## src/design/lwdp_pkg.sv

```systemverilog
// Types and constants of the low-bit weight dot product core.
package lwdp_pkg;

    localparam int X_W      = 16;
    localparam int WBITS_W  = 16;
    localparam int CNT_W    = 3;
    localparam int SCALE_W  = 16;
    localparam int WGT_W    = 5;
    localparam int PROD_W   = X_W + WGT_W;
    localparam int ITEM_W   = PROD_W + 2;
    localparam int GROUP_W  = 40;
    localparam int SCALED_W = GROUP_W + SCALE_W;
    localparam int ROW_W    = 64;
    localparam int SUM_W    = ROW_W + 1;
    localparam int OUT_W    = 48;
    localparam int MAX_HW_LANES = 4;

    localparam int PADDR_W  = 3;
    localparam int PDATA_W  = 32;

    localparam logic [PADDR_W-3:0] REG_WEIGHT_FORMAT = '0;

    localparam logic signed [OUT_W-1:0] OUT_MAX = {1'b0, {(OUT_W-1){1'b1}}};
    localparam logic signed [OUT_W-1:0] OUT_MIN = {1'b1, {(OUT_W-1){1'b0}}};
    localparam logic signed [ROW_W-1:0] ROW_MAX = {1'b0, {(ROW_W-1){1'b1}}};
    localparam logic signed [ROW_W-1:0] ROW_MIN = {1'b1, {(ROW_W-1){1'b0}}};

    typedef enum logic [1:0] {
        FMT_2BIT = 2'd0,
        FMT_4BIT = 2'd1,
        FMT_3BIT = 2'd2
    } t_wfmt;

    localparam logic [1:0] FMT_RESET = FMT_4BIT;

    typedef struct packed {
        logic close;     // group ends on this item
        logic row_last;  // row ends on this item
    } t_ctl;

endpackage

```

## src/design/lwdp_lane.sv

```systemverilog
// One lane: decode the lane's weight code and register activation times weight.
module lwdp_lane #(
    parameter int LANE = 0
) (
    input  logic                                   i_clk,
    input  logic                                   i_adv,
    input  logic                                   i_active,
    input  logic [1:0]                             i_fmt,
    input  logic signed [lwdp_pkg::X_W-1:0]        i_x,
    input  logic [lwdp_pkg::WBITS_W-1:0]           i_wbits,
    output logic signed [lwdp_pkg::PROD_W-1:0]     o_prod
);

    logic signed [lwdp_pkg::WGT_W-1:0]  w_weight;
    logic signed [lwdp_pkg::PROD_W-1:0] w_xe;
    logic signed [lwdp_pkg::PROD_W-1:0] w_we;
    logic signed [lwdp_pkg::PROD_W-1:0] r_prod;

    always_comb begin
        case (i_fmt)
            lwdp_pkg::FMT_2BIT: begin
                w_weight = lwdp_pkg::WGT_W'({3'b000, i_wbits[2*LANE +: 2]}) - 5'sd2;
            end
            lwdp_pkg::FMT_4BIT: begin
                w_weight = lwdp_pkg::WGT_W'({1'b0, i_wbits[4*LANE +: 4]}) - 5'sd8;
            end
            lwdp_pkg::FMT_3BIT: begin
                w_weight = lwdp_pkg::WGT_W'({2'b00, i_wbits[8+LANE], i_wbits[2*LANE +: 2]})
                           - 5'sd4;
            end
            default: begin
                w_weight = '0;
            end
        endcase
    end

    assign w_xe = lwdp_pkg::PROD_W'(i_x);
    assign w_we = lwdp_pkg::PROD_W'(w_weight);

    always_ff @(posedge i_clk) begin
        if (i_adv) begin
            r_prod <= i_active ? w_xe * w_we : '0;
        end
    end

    assign o_prod = r_prod;

endmodule

```

## src/design/lwdp_merge.sv

```systemverilog
// Merge the lane products: group sum, group scaling, saturating row sum, result register.
module lwdp_merge #(
    parameter int NL = 4
) (
    input  logic                                   i_clk,
    input  logic                                   i_rst_n,
    input  logic                                   i_adv,
    input  logic                                   i_valid,
    input  lwdp_pkg::t_ctl                         i_ctl,
    input  logic signed [lwdp_pkg::SCALE_W-1:0]    i_scale,
    input  logic [NL-1:0][lwdp_pkg::PROD_W-1:0]    i_prod,
    output logic                                   o_valid,
    output logic signed [lwdp_pkg::OUT_W-1:0]      o_result,
    output logic                                   o_sat
);

    logic signed [lwdp_pkg::ITEM_W-1:0]   w_item;
    logic signed [lwdp_pkg::GROUP_W-1:0]  w_total;
    logic signed [lwdp_pkg::GROUP_W-1:0]  r_group;

    logic                                 r_b_valid;
    lwdp_pkg::t_ctl                       r_b_ctl;
    logic signed [lwdp_pkg::GROUP_W-1:0]  r_b_gsum;
    logic signed [lwdp_pkg::SCALE_W-1:0]  r_b_scale;

    logic                                 r_c_valid;
    lwdp_pkg::t_ctl                       r_c_ctl;
    logic signed [lwdp_pkg::SCALED_W-1:0] r_c_scaled;

    logic signed [lwdp_pkg::ROW_W-1:0]    r_row;
    logic signed [lwdp_pkg::SUM_W-1:0]    w_sum;
    logic signed [lwdp_pkg::ROW_W-1:0]    w_row_add;
    logic signed [lwdp_pkg::ROW_W-1:0]    w_row_new;
    logic                                 w_fits;

    logic                                 r_out_valid;
    logic signed [lwdp_pkg::OUT_W-1:0]    r_out_result;
    logic                                 r_out_sat;

    // Item sum over the lanes, then wrap into the group sum.
    always_comb begin
        w_item = '0;
        for (int k = 0; k < NL; k++) begin
            w_item = w_item + lwdp_pkg::ITEM_W'($signed(i_prod[k]));
        end
        w_total = r_group + lwdp_pkg::GROUP_W'(w_item);
    end

    always_ff @(posedge i_clk) begin
        if (!i_rst_n) begin
            r_group   <= '0;
            r_b_valid <= 1'b0;
            r_b_ctl   <= '0;
        end else if (i_adv) begin
            r_b_valid <= i_valid;
            r_b_ctl   <= i_ctl;
            if (i_valid) begin
                r_group <= i_ctl.close ? '0 : w_total;
            end
        end
    end

    always_ff @(posedge i_clk) begin
        if (i_adv) begin
            r_b_gsum  <= w_total;
            r_b_scale <= i_scale;
        end
    end

    // Scale the closed group.
    always_ff @(posedge i_clk) begin
        if (!i_rst_n) begin
            r_c_valid <= 1'b0;
            r_c_ctl   <= '0;
        end else if (i_adv) begin
            r_c_valid <= r_b_valid;
            r_c_ctl   <= r_b_ctl;
        end
    end

    always_ff @(posedge i_clk) begin
        if (i_adv) begin
            r_c_scaled <= lwdp_pkg::SCALED_W'(r_b_gsum) * lwdp_pkg::SCALED_W'(r_b_scale);
        end
    end

    // Saturating row accumulate and clip to the output width.
    always_comb begin
        w_sum = lwdp_pkg::SUM_W'(r_row) + lwdp_pkg::SUM_W'(r_c_scaled);
        if (w_sum[lwdp_pkg::SUM_W-1] != w_sum[lwdp_pkg::ROW_W-1]) begin
            w_row_add = w_sum[lwdp_pkg::SUM_W-1] ? lwdp_pkg::ROW_MIN : lwdp_pkg::ROW_MAX;
        end else begin
            w_row_add = w_sum[lwdp_pkg::ROW_W-1:0];
        end
        w_row_new = r_c_ctl.close ? w_row_add : r_row;
        w_fits    = (w_row_new[lwdp_pkg::ROW_W-1:lwdp_pkg::OUT_W-1] == '0) ||
                    (w_row_new[lwdp_pkg::ROW_W-1:lwdp_pkg::OUT_W-1] == '1);
    end

    always_ff @(posedge i_clk) begin
        if (!i_rst_n) begin
            r_row       <= '0;
            r_out_valid <= 1'b0;
        end else if (i_adv) begin
            r_out_valid <= r_c_valid && r_c_ctl.row_last;
            if (r_c_valid) begin
                r_row <= r_c_ctl.row_last ? '0 : w_row_new;
            end
        end
    end

    always_ff @(posedge i_clk) begin
        if (i_adv && r_c_valid && r_c_ctl.row_last) begin
            r_out_sat <= !w_fits;
            if (w_fits) begin
                r_out_result <= w_row_new[lwdp_pkg::OUT_W-1:0];
            end else begin
                r_out_result <= w_row_new[lwdp_pkg::ROW_W-1] ? lwdp_pkg::OUT_MIN
                                                             : lwdp_pkg::OUT_MAX;
            end
        end
    end

    assign o_valid  = r_out_valid;
    assign o_result = r_out_result;
    assign o_sat    = r_out_sat;

endmodule

```

## src/design/lowbit_weight_dot_product_core.sv

```systemverilog
// Top level of the low-bit weight dot product core: config register, lanes and merge pipeline.
//
// Streams one dot product of Q7.8 activations with packed 2-, 3- or 4-bit weights.
// Each item carries four activations, their packed weight codes, a valid lane count, a
// Q2.13 group scale and end-of-group / end-of-row flags. Up to four lanes (min of LANES
// and 4) each register activation times decoded weight in the first stage; the merge
// stage adds the lane products into a 40-bit wrapping group sum, a 40x16 multiplier
// scales each closed group, and a saturating 64-bit row sum is clipped to 48 bits (21
// fraction bits) and presented on the output register when the row closes. The block
// takes one item per cycle while o_in_stall is low, each passing the lane, group, scaling
// and output registers. The whole pipeline holds while a result sits in the output register
// with the output stalled, so o_in_stall follows i_out_stall only while o_out_valid is high.
// weight_format (APB byte address 0, reset 1: four-bit) selects 0 two-bit offset 2,
// 1 four-bit offset 8, 2 three-bit offset 4 (high bits in weight_bits[11:8]); code 3
// gives zero weights. Write it only while no item is in flight.
module lowbit_weight_dot_product_core #(
    parameter int LANES = 4
) (
    input  logic                                   i_clk,
    input  logic                                   i_rst_n,
    // Input item channel
    input  logic                                   i_in_valid,
    output logic                                   o_in_stall,
    input  logic signed [lwdp_pkg::X_W-1:0]        i_x_lane0,
    input  logic signed [lwdp_pkg::X_W-1:0]        i_x_lane1,
    input  logic signed [lwdp_pkg::X_W-1:0]        i_x_lane2,
    input  logic signed [lwdp_pkg::X_W-1:0]        i_x_lane3,
    input  logic [lwdp_pkg::WBITS_W-1:0]           i_weight_bits,
    input  logic [lwdp_pkg::CNT_W-1:0]             i_lane_count,
    input  logic signed [lwdp_pkg::SCALE_W-1:0]    i_group_scale,
    input  logic                                   i_group_last,
    input  logic                                   i_row_last,
    // Result channel
    output logic                                   o_out_valid,
    input  logic                                   i_out_stall,
    output logic signed [lwdp_pkg::OUT_W-1:0]      o_row_result,
    output logic                                   o_saturated,
    // Configuration port
    input  logic                                   psel,
    input  logic                                   penable,
    input  logic                                   pwrite,
    input  logic [lwdp_pkg::PADDR_W-1:0]           paddr,
    input  logic [lwdp_pkg::PDATA_W-1:0]           pwdata,
    output logic [lwdp_pkg::PDATA_W-1:0]           prdata,
    output logic                                   pready
);

    localparam int NL = (LANES < lwdp_pkg::MAX_HW_LANES) ? LANES : lwdp_pkg::MAX_HW_LANES;

    logic [1:0]                                 r_weight_format;
    logic                                       w_adv;
    logic                                       r_a_valid;
    lwdp_pkg::t_ctl                             r_a_ctl;
    logic signed [lwdp_pkg::SCALE_W-1:0]        r_a_scale;
    logic [lwdp_pkg::MAX_HW_LANES-1:0][lwdp_pkg::X_W-1:0] w_x;
    logic [NL-1:0][lwdp_pkg::PROD_W-1:0]        w_prod;

    // Config register: written on the APB access phase at byte addresses 0 to 3, other addresses are ignored.
    assign pready = 1'b1;

    always_ff @(posedge i_clk) begin
        if (!i_rst_n) begin
            r_weight_format <= lwdp_pkg::FMT_RESET;
        end else if (psel && penable && pwrite &&
                     paddr[lwdp_pkg::PADDR_W-1:2] == lwdp_pkg::REG_WEIGHT_FORMAT) begin
            r_weight_format <= pwdata[1:0];
        end
    end

    assign prdata = (paddr[lwdp_pkg::PADDR_W-1:2] == lwdp_pkg::REG_WEIGHT_FORMAT)
                    ? lwdp_pkg::PDATA_W'(r_weight_format) : '0;

    // Advance every stage unless a result waits on a stalled output.
    assign w_adv      = !(o_out_valid && i_out_stall);
    assign o_in_stall = !w_adv;

    assign w_x = {i_x_lane3, i_x_lane2, i_x_lane1, i_x_lane0};

    // First stage control: item flags and scale travel beside the lane products.
    always_ff @(posedge i_clk) begin
        if (!i_rst_n) begin
            r_a_valid <= 1'b0;
            r_a_ctl   <= '0;
        end else if (w_adv) begin
            r_a_valid       <= i_in_valid;
            r_a_ctl.close    <= i_group_last || i_row_last;
            r_a_ctl.row_last <= i_row_last;
        end
    end

    always_ff @(posedge i_clk) begin
        if (w_adv) begin
            r_a_scale <= i_group_scale;
        end
    end

    // Lanes: a lane contributes only below the valid lane count.
    for (genvar gi = 0; gi < NL; gi++) begin : g_lane
        lwdp_lane #(
            .LANE (gi)
        ) u_lane (
            .i_clk    (i_clk),
            .i_adv    (w_adv),
            .i_active (i_lane_count > lwdp_pkg::CNT_W'(gi)),
            .i_fmt    (r_weight_format),
            .i_x      (w_x[gi]),
            .i_wbits  (i_weight_bits),
            .o_prod   (w_prod[gi])
        );
    end

    lwdp_merge #(
        .NL (NL)
    ) u_merge (
        .i_clk    (i_clk),
        .i_rst_n  (i_rst_n),
        .i_adv    (w_adv),
        .i_valid  (r_a_valid),
        .i_ctl    (r_a_ctl),
        .i_scale  (r_a_scale),
        .i_prod   (w_prod),
        .o_valid  (o_out_valid),
        .o_result (o_row_result),
        .o_sat    (o_saturated)
    );

endmodule

```

## config.mk

```make
export PLATFORM = sky130hd
export DESIGN_NAME = lowbit_weight_dot_product_core
export DESIGN_NICKNAME = d
export VERILOG_FILES = /design/src/design/lwdp_pkg.sv /design/src/design/lwdp_lane.sv /design/src/design/lwdp_merge.sv /design/src/design/lowbit_weight_dot_product_core.sv
export SDC_FILE = /design/constraint.sdc
export NUM_CORES = 2
export LEC_CHECK = 0
export BUFFER_PORTS_ARGS = -buffer_cell sky130_fd_sc_hd__buf_2
export CAP_MARGIN = 25
export CORE_MARGIN = 2
export CORE_UTILIZATION = 40
export CTS_BUF_LIST = sky130_fd_sc_hd__clkbuf_8
export DETAILED_ROUTE_END_ITERATION = 8
export HOLD_SLACK_MARGIN = 0.02
export PLACE_DENSITY = 0.55
export RECOVER_POWER = 25
export SYNTH_ARGS = -nofsm -noshare
export SYNTH_HDL_FRONTEND = slang
export SYNTH_SLANG_ARGS = --single-unit
```

## constraint.sdc

```tcl
create_clock -name i_clk -period 8.7 [get_ports i_clk]
set_input_delay 1.305 -clock i_clk [delete_from_list [all_inputs] [get_ports i_clk]]
set_output_delay 1.305 -clock i_clk [all_outputs]
set_load 0.01 [all_outputs]
```

**Word-level counts from Yosys, hierarchy flattened**

Cells that the tools add are included.

- Bits in registers: 377
- Input bits: 143
- Output and inout bits: 84
- Word-level logic and storage cells: 82

- Add/subtract/negate cells: 17
- Multiply operators: 5
- Magnitude comparators: 4
- Equal/unequal tests: 4
- Mux-type cells: 12
- Bitwise gates (word level): 2
- Reductions and logical operators: 15

Operator list:

| operator | number |
|---|---|
| 64-bit two-way mux | 4 |
| 48-bit two-way mux | 2 |
| 16-bit by 5-bit multiplier with 21-bit output | 4 |
| 64-bit by 56-bit adder with 65-bit output | 1 |
| 5-bit one-hot mux with 3 select lines | 4 |
| 40-bit by 16-bit multiplier with 56-bit output | 1 |
| 40-bit by 23-bit adder with 40-bit output | 1 |
| 40-bit two-way mux | 1 |
| 22-bit by 21-bit adder with 23-bit output | 1 |
| 23-bit by 21-bit adder with 23-bit output | 1 |
| 21-bit by 21-bit adder with 22-bit output | 1 |
| 4-bit by 4-bit subtractor with 5-bit output, second input constant | 4 |
| 17-bit == test, second input constant | 1 |
| 17-bit logical NOT | 1 |
| 3-bit by 3-bit subtractor with 4-bit output, second input constant | 4 |
| 2-bit by 2-bit subtractor with 3-bit output, second input constant | 4 |
| 1-bit logical AND | 7 |
| 3-bit by 1-bit greater-than comparator with 1-bit output, second input constant | 2 |
| 3-bit by 2-bit greater-than comparator with 1-bit output, second input constant | 2 |
| 2-bit AND reduction | 2 |
| 2-bit by 1-bit == test with 1-bit output, second input constant | 1 |
| 2-bit == test, second input constant | 1 |
| 1-bit logical NOT | 2 |
| 2-bit logical NOT | 1 |
| other kinds (4) | 6 |

**Logic depth before layout (Yosys ltp)**

- Word-level depth: 7
- Depth in mapped cells: 28
- Depth with buffers taken out: 27

**By module**

From an unflattened synthesis, not the netlist that was laid out.

- Cells, all modules: 6008
- Area, all modules: 55296.8 um2

By module, submodules not included:

| module | times used | cells each | area an instance (um2) | seq. area each (um2) |
|---|---|---|---|---|
| lwdp_merge | 1 | 4303 | 39320.2 | 7056.8 |
| lwdp_lane at g_lane[1].u_lane ... | 2 | 409 | 3764.9 | 630.6 |
| lwdp_lane at g_lane[2].u_lane | 1 | 413 | 3789.9 | 630.6 |
| lwdp_lane at g_lane[0].u_lane | 1 | 396 | 3678.5 | 630.6 |
| lowbit_weight_dot_product_core | 1 | 78 | 978.4 | 580.6 |

**Worst setup path before layout**

OpenSTA, ideal clock, no wires.

- Kind: input port to flip-flop
- From: input i_out_stall
- To: register u_merge.r_group[3] (netlist name)
- Library setup time: 0.065 ns
- Data arrival time: 7.986 ns
- Data required time: 8.635 ns
- Setup slack: 0.649 ns
- Cell stages on the path: 5
- Path buffers: 1
- Cells stage by stage: nand2_1 -> buf_1 -> nand3_1 -> a2bb2oi_1 -> nor2_1

- Longest elaborated chain between the ends: 3

RTL lines:

| what | line | text |
|---|---|---|
| from (decl) | lowbit_weight_dot_product_core.sv:35 | `input logic i_out_stall,` |
| 1-bit logical AND | lowbit_weight_dot_product_core.sv:74 | `assign w_adv = !(o_out_valid && i_out_stall);` |
| 1-bit inverter (no source line) | -- |  |
| 2-bit AND reduction (no source line) | -- |  |
| to (signal assigned) | lwdp_merge.sv:58 | `r_group <= i_ctl.close ? '0 : w_total;` |
| to (decl) | lwdp_merge.sv:19 | `logic signed [lwdp_pkg::GROUP_W-1:0] r_group;` |

Every way passes these cells.
A chain may end at the register's enable or synchronous reset.

**Worst setup path after layout**

- From: register u_merge.r_b_scale[4] (netlist name)
- To: register u_merge.r_c_scaled[54] (netlist name) (data pin)

- Longest elaborated chain between the ends: 1

RTL lines:

| what | line | text |
|---|---|---|
| from (decl) | lwdp_merge.sv:24 | `logic signed [lwdp_pkg::SCALE_W-1:0] r_b_scale;` |
| from (signal assigned) | lwdp_merge.sv:66 | `r_b_scale <= i_scale;` |
| 40-bit by 16-bit multiplier with 56-bit output | lwdp_merge.sv:83 | `r_c_scaled <= lwdp_pkg::SCALED_W'(r_b_gsum) * lwdp_pkg::SCALED_W'(r_b_scale);` |
| to (signal assigned) | lwdp_merge.sv:83 |  |
| to (decl) | lwdp_merge.sv:28 | `logic signed [lwdp_pkg::SCALED_W-1:0] r_c_scaled;` |

Every way passes these cells.

==> impl_metrics.ini <==
[run_status]
status = finished, violations left
violations = capacitance limit, slew limit

[timing]
finalHoldWorstSlack_ns = 0.4161
finalCriticalPeriod_ns = 8.136
setup_viol = 0
finalCritPeriodShare = 0.9352
relSlewSlack = -1.415
timing.final.hold_violations = 0
fmaxAchievable_ghz = 0.1229
grt_setup_unrepaired = no
max_slew.worst_pin.slew_ns = 3.622
skew_ns = 0.07847
tns_ns = 0
slew_violations = 162

[final_layout]
syn_to_final_growth_pct = 7.418
fin_cells = 7840
drive_gt1_frac = 0.07002
nets = 7400
n_fill_cell = 13570

[worst_setup_path]
startpoint_type = flip-flop
criticalPathCategory = flip-flop to flip-flop
crit_fanout = 18
crit_end = u_merge.r_c_scaled[54]
reg2reg_slack_ns = 0.56
critPathCaptureType = flip-flop
cp.arrival_ns = 8.62
r2r_start = u_merge.r_b_scale[4]
worstReg2RegEnd = u_merge.r_c_scaled[54]
crit_required_ns = 9.19
ff2ff_path_depth = 23
critPathLaunch = u_merge.r_b_scale[4]

[route]
drc = 0
antenna_left = 0
avgRoutedWirePerCell_um = 18.60
viasPerCell = 5.193
vias = 40710
wl_um = 145800
drtIter0Drc = 2293
drtPass1Iterations = 5

[placement]
portBuffers = 163
placed_cells = 7697
routabilityCongestion = 0.9005
dp_hpwl_um = 115800

[logic_synthesis]
postSynthAreaPerCell_um2 = 9.256
yosysSeqAreaShare = 0.1851
synth_warnings = 0
ys_async_sr_fraction = 0
synth_area_leaders = fa_1 (32%), edfxtp_1 (14%), ha_1 (8.6%)
yosysUniqueCellTypes = 97
syn_inst = 5930
synth_area_um2 = 54890
yosysTopAreaCell = fa_1
synth-edff-count = 261
synth_commonest_cells = inv_1 (1045), fa_1 (884), nand2_1 (688)
synth_top_cell_area_share = 0.3224
ys_ff_latch = 377
yosysMostFrequentCell = inv_1
synth-main-ff-cell = edfxtp_1

[clock_tree]
cts_root_buffer = clkbuf_8
numCtsBuffers = 74
clockBufferDepth = 3
h-tree-depth = 3
cts_tree = yes
path_clk_slew_ns = 0.05
cts_sinks = 377
cts_setup_buffers = 0
hold_buffers = 0
cts_resized = 0
clock_latency_ns = 0.78

[job]
max_cap_viol_count = 3

[global_routing]
gr-total-overflow = 0
grt_max_degree = 97
antenna_found_initial = 4
grt_pass1_vias = 41990
track_usage = 0.2108
grt_pass1_wl_um = 232800

[die]
coreArea_um2 = 135800
row_count = 135
start_util = 0.4042
die_area_um2 = 140200
die-height_um = 374.4
die_x_um = 374.4
ioPinCount = 227

[min_path]
hp-class = flip-flop to flip-flop
==> routing by layer <==
metal,vias up,routed length [um],GRT usage
li1,19140,-,-
met1,20480,61810,0.2693
met2,875,73510,0.3722
met3,212,5766,0.02197
met4,2,4703,0.06916
met5,-,16,0
==> critical path, cell delays in order, from the launching register on <==
cell	delay, ns
edfxtp_1	1.00
buf_4	0.42
and2_1	0.20
fa_1	0.39
inv_1	0.08
fa_1	0.43
fa_1	0.50
fa_1	0.55
inv_1	0.05
fa_1	0.52
fa_1	0.46
ha_1	0.34
inv_1	0.16
nor3_1	0.09
a221oi_1	0.41
a21oi_1	0.20
o211ai_1	0.35
nand3_1	0.17
a41o_1	0.32
a31o_2	0.28
a21boi_0	0.31
o21ai_0	0.23
a41oi_1	0.31
xnor2_1	0.10
==> layout make-up <==
type,instances,area (um^2),area share
Clock buffer,76,1046,0.01774
Clock inverter,61,406.6,0.006897
Tap cell,1781,2228,0.03780
Multi-Input combinational cell,4244,39650,0.6725
Inverter,1047,3931,0.06668
Antenna cell,4,10.01,0.0001698
Timing Repair Buffer,250,1526,0.02589
Sequential cell,377,10160,0.1723
==> cell families (layout without fill, tap and decap cells) <==
| family | after synthesis | count (layout) | synth area share |
|---|---|---|---|
| other cells | 2 | 35 | 0.0001368 |
| simple gates | 1797 | 1797 | 0.1560 |
| compound gates | 938 | 938 | 0.1199 |
| flops | 377 | 377 | 0.1851 |
| fa+ha+maj | 1263 | 1263 | 0.4088 |
| mux | 9 | 9 | 0.001641 |
| buf+inv | 1338 | 1434 | 0.09549 |
| xor+xnor | 206 | 206 | 0.03287 |
==> cells in the final DEF, fill, tap and decap left out, types with 137 or more instances in the layout <==
cell,n
nand2_1,687
and2_1,320
nor2_1,334
buf_2,161
fa_1,884
ha_1,379
inv_1,1067
xnor2_1,137
edfxtp_1,261
a21oi_1,236
==> registers in the layout (all words and copies together) (netlist names) <==
register              flops
g_lane.u_lane.o_prod     84
r_a_ctl                   2
r_a_scale                16
r_a_valid                 1
r_weight_format           2
u_merge.o_result         48
u_merge.o_sat             1
u_merge.o_valid           1
u_merge.r_b_ctl           2
u_merge.r_b_gsum         40
u_merge.r_b_scale        16
u_merge.r_b_valid         1
u_merge.r_c_ctl           2
u_merge.r_c_scaled       56
u_merge.r_c_valid         1
u_merge.r_group          40
u_merge.r_row            64
==> worst min-delay path by stage <==
stage / to / depth (start not counted) / start
finish: u_merge.r_b_scale[14] / 0 / r_a_scale[14]
detailed placement: u_merge.r_b_scale[11] / 0 / r_a_scale[11]
global placement: u_merge.r_b_scale[5] / 0 / r_a_scale[5]
floorplan: u_merge.r_b_scale[0] / 0 / r_a_scale[0]
CTS: u_merge.r_b_scale[1] / 0 / r_a_scale[1]
global route: u_merge.r_b_scale[6] / 0 / r_a_scale[6]
==> through the flow <==
| step | utilization | instance area, um^2 | setup slack, ns |
|---|---|---|---|
| after floorplan | - | 55000 | 0.6494 |
| after global placement | 0.4233 | 57490 | 0.6055 |
| after detailed placement | 0.4234 | 57500 | 0.5896 |
| after CTS | 0.4341 | 58950 | 0.5567 |
| after global routing | 0.4341 | 58950 | 0.2184 |
| final | 0.4341 | 58960 | 0.5640 |
Power is left out: the tool's default activity adds up to more than one toggle a clock period on the data nets, which glitch-free logic cannot reach.
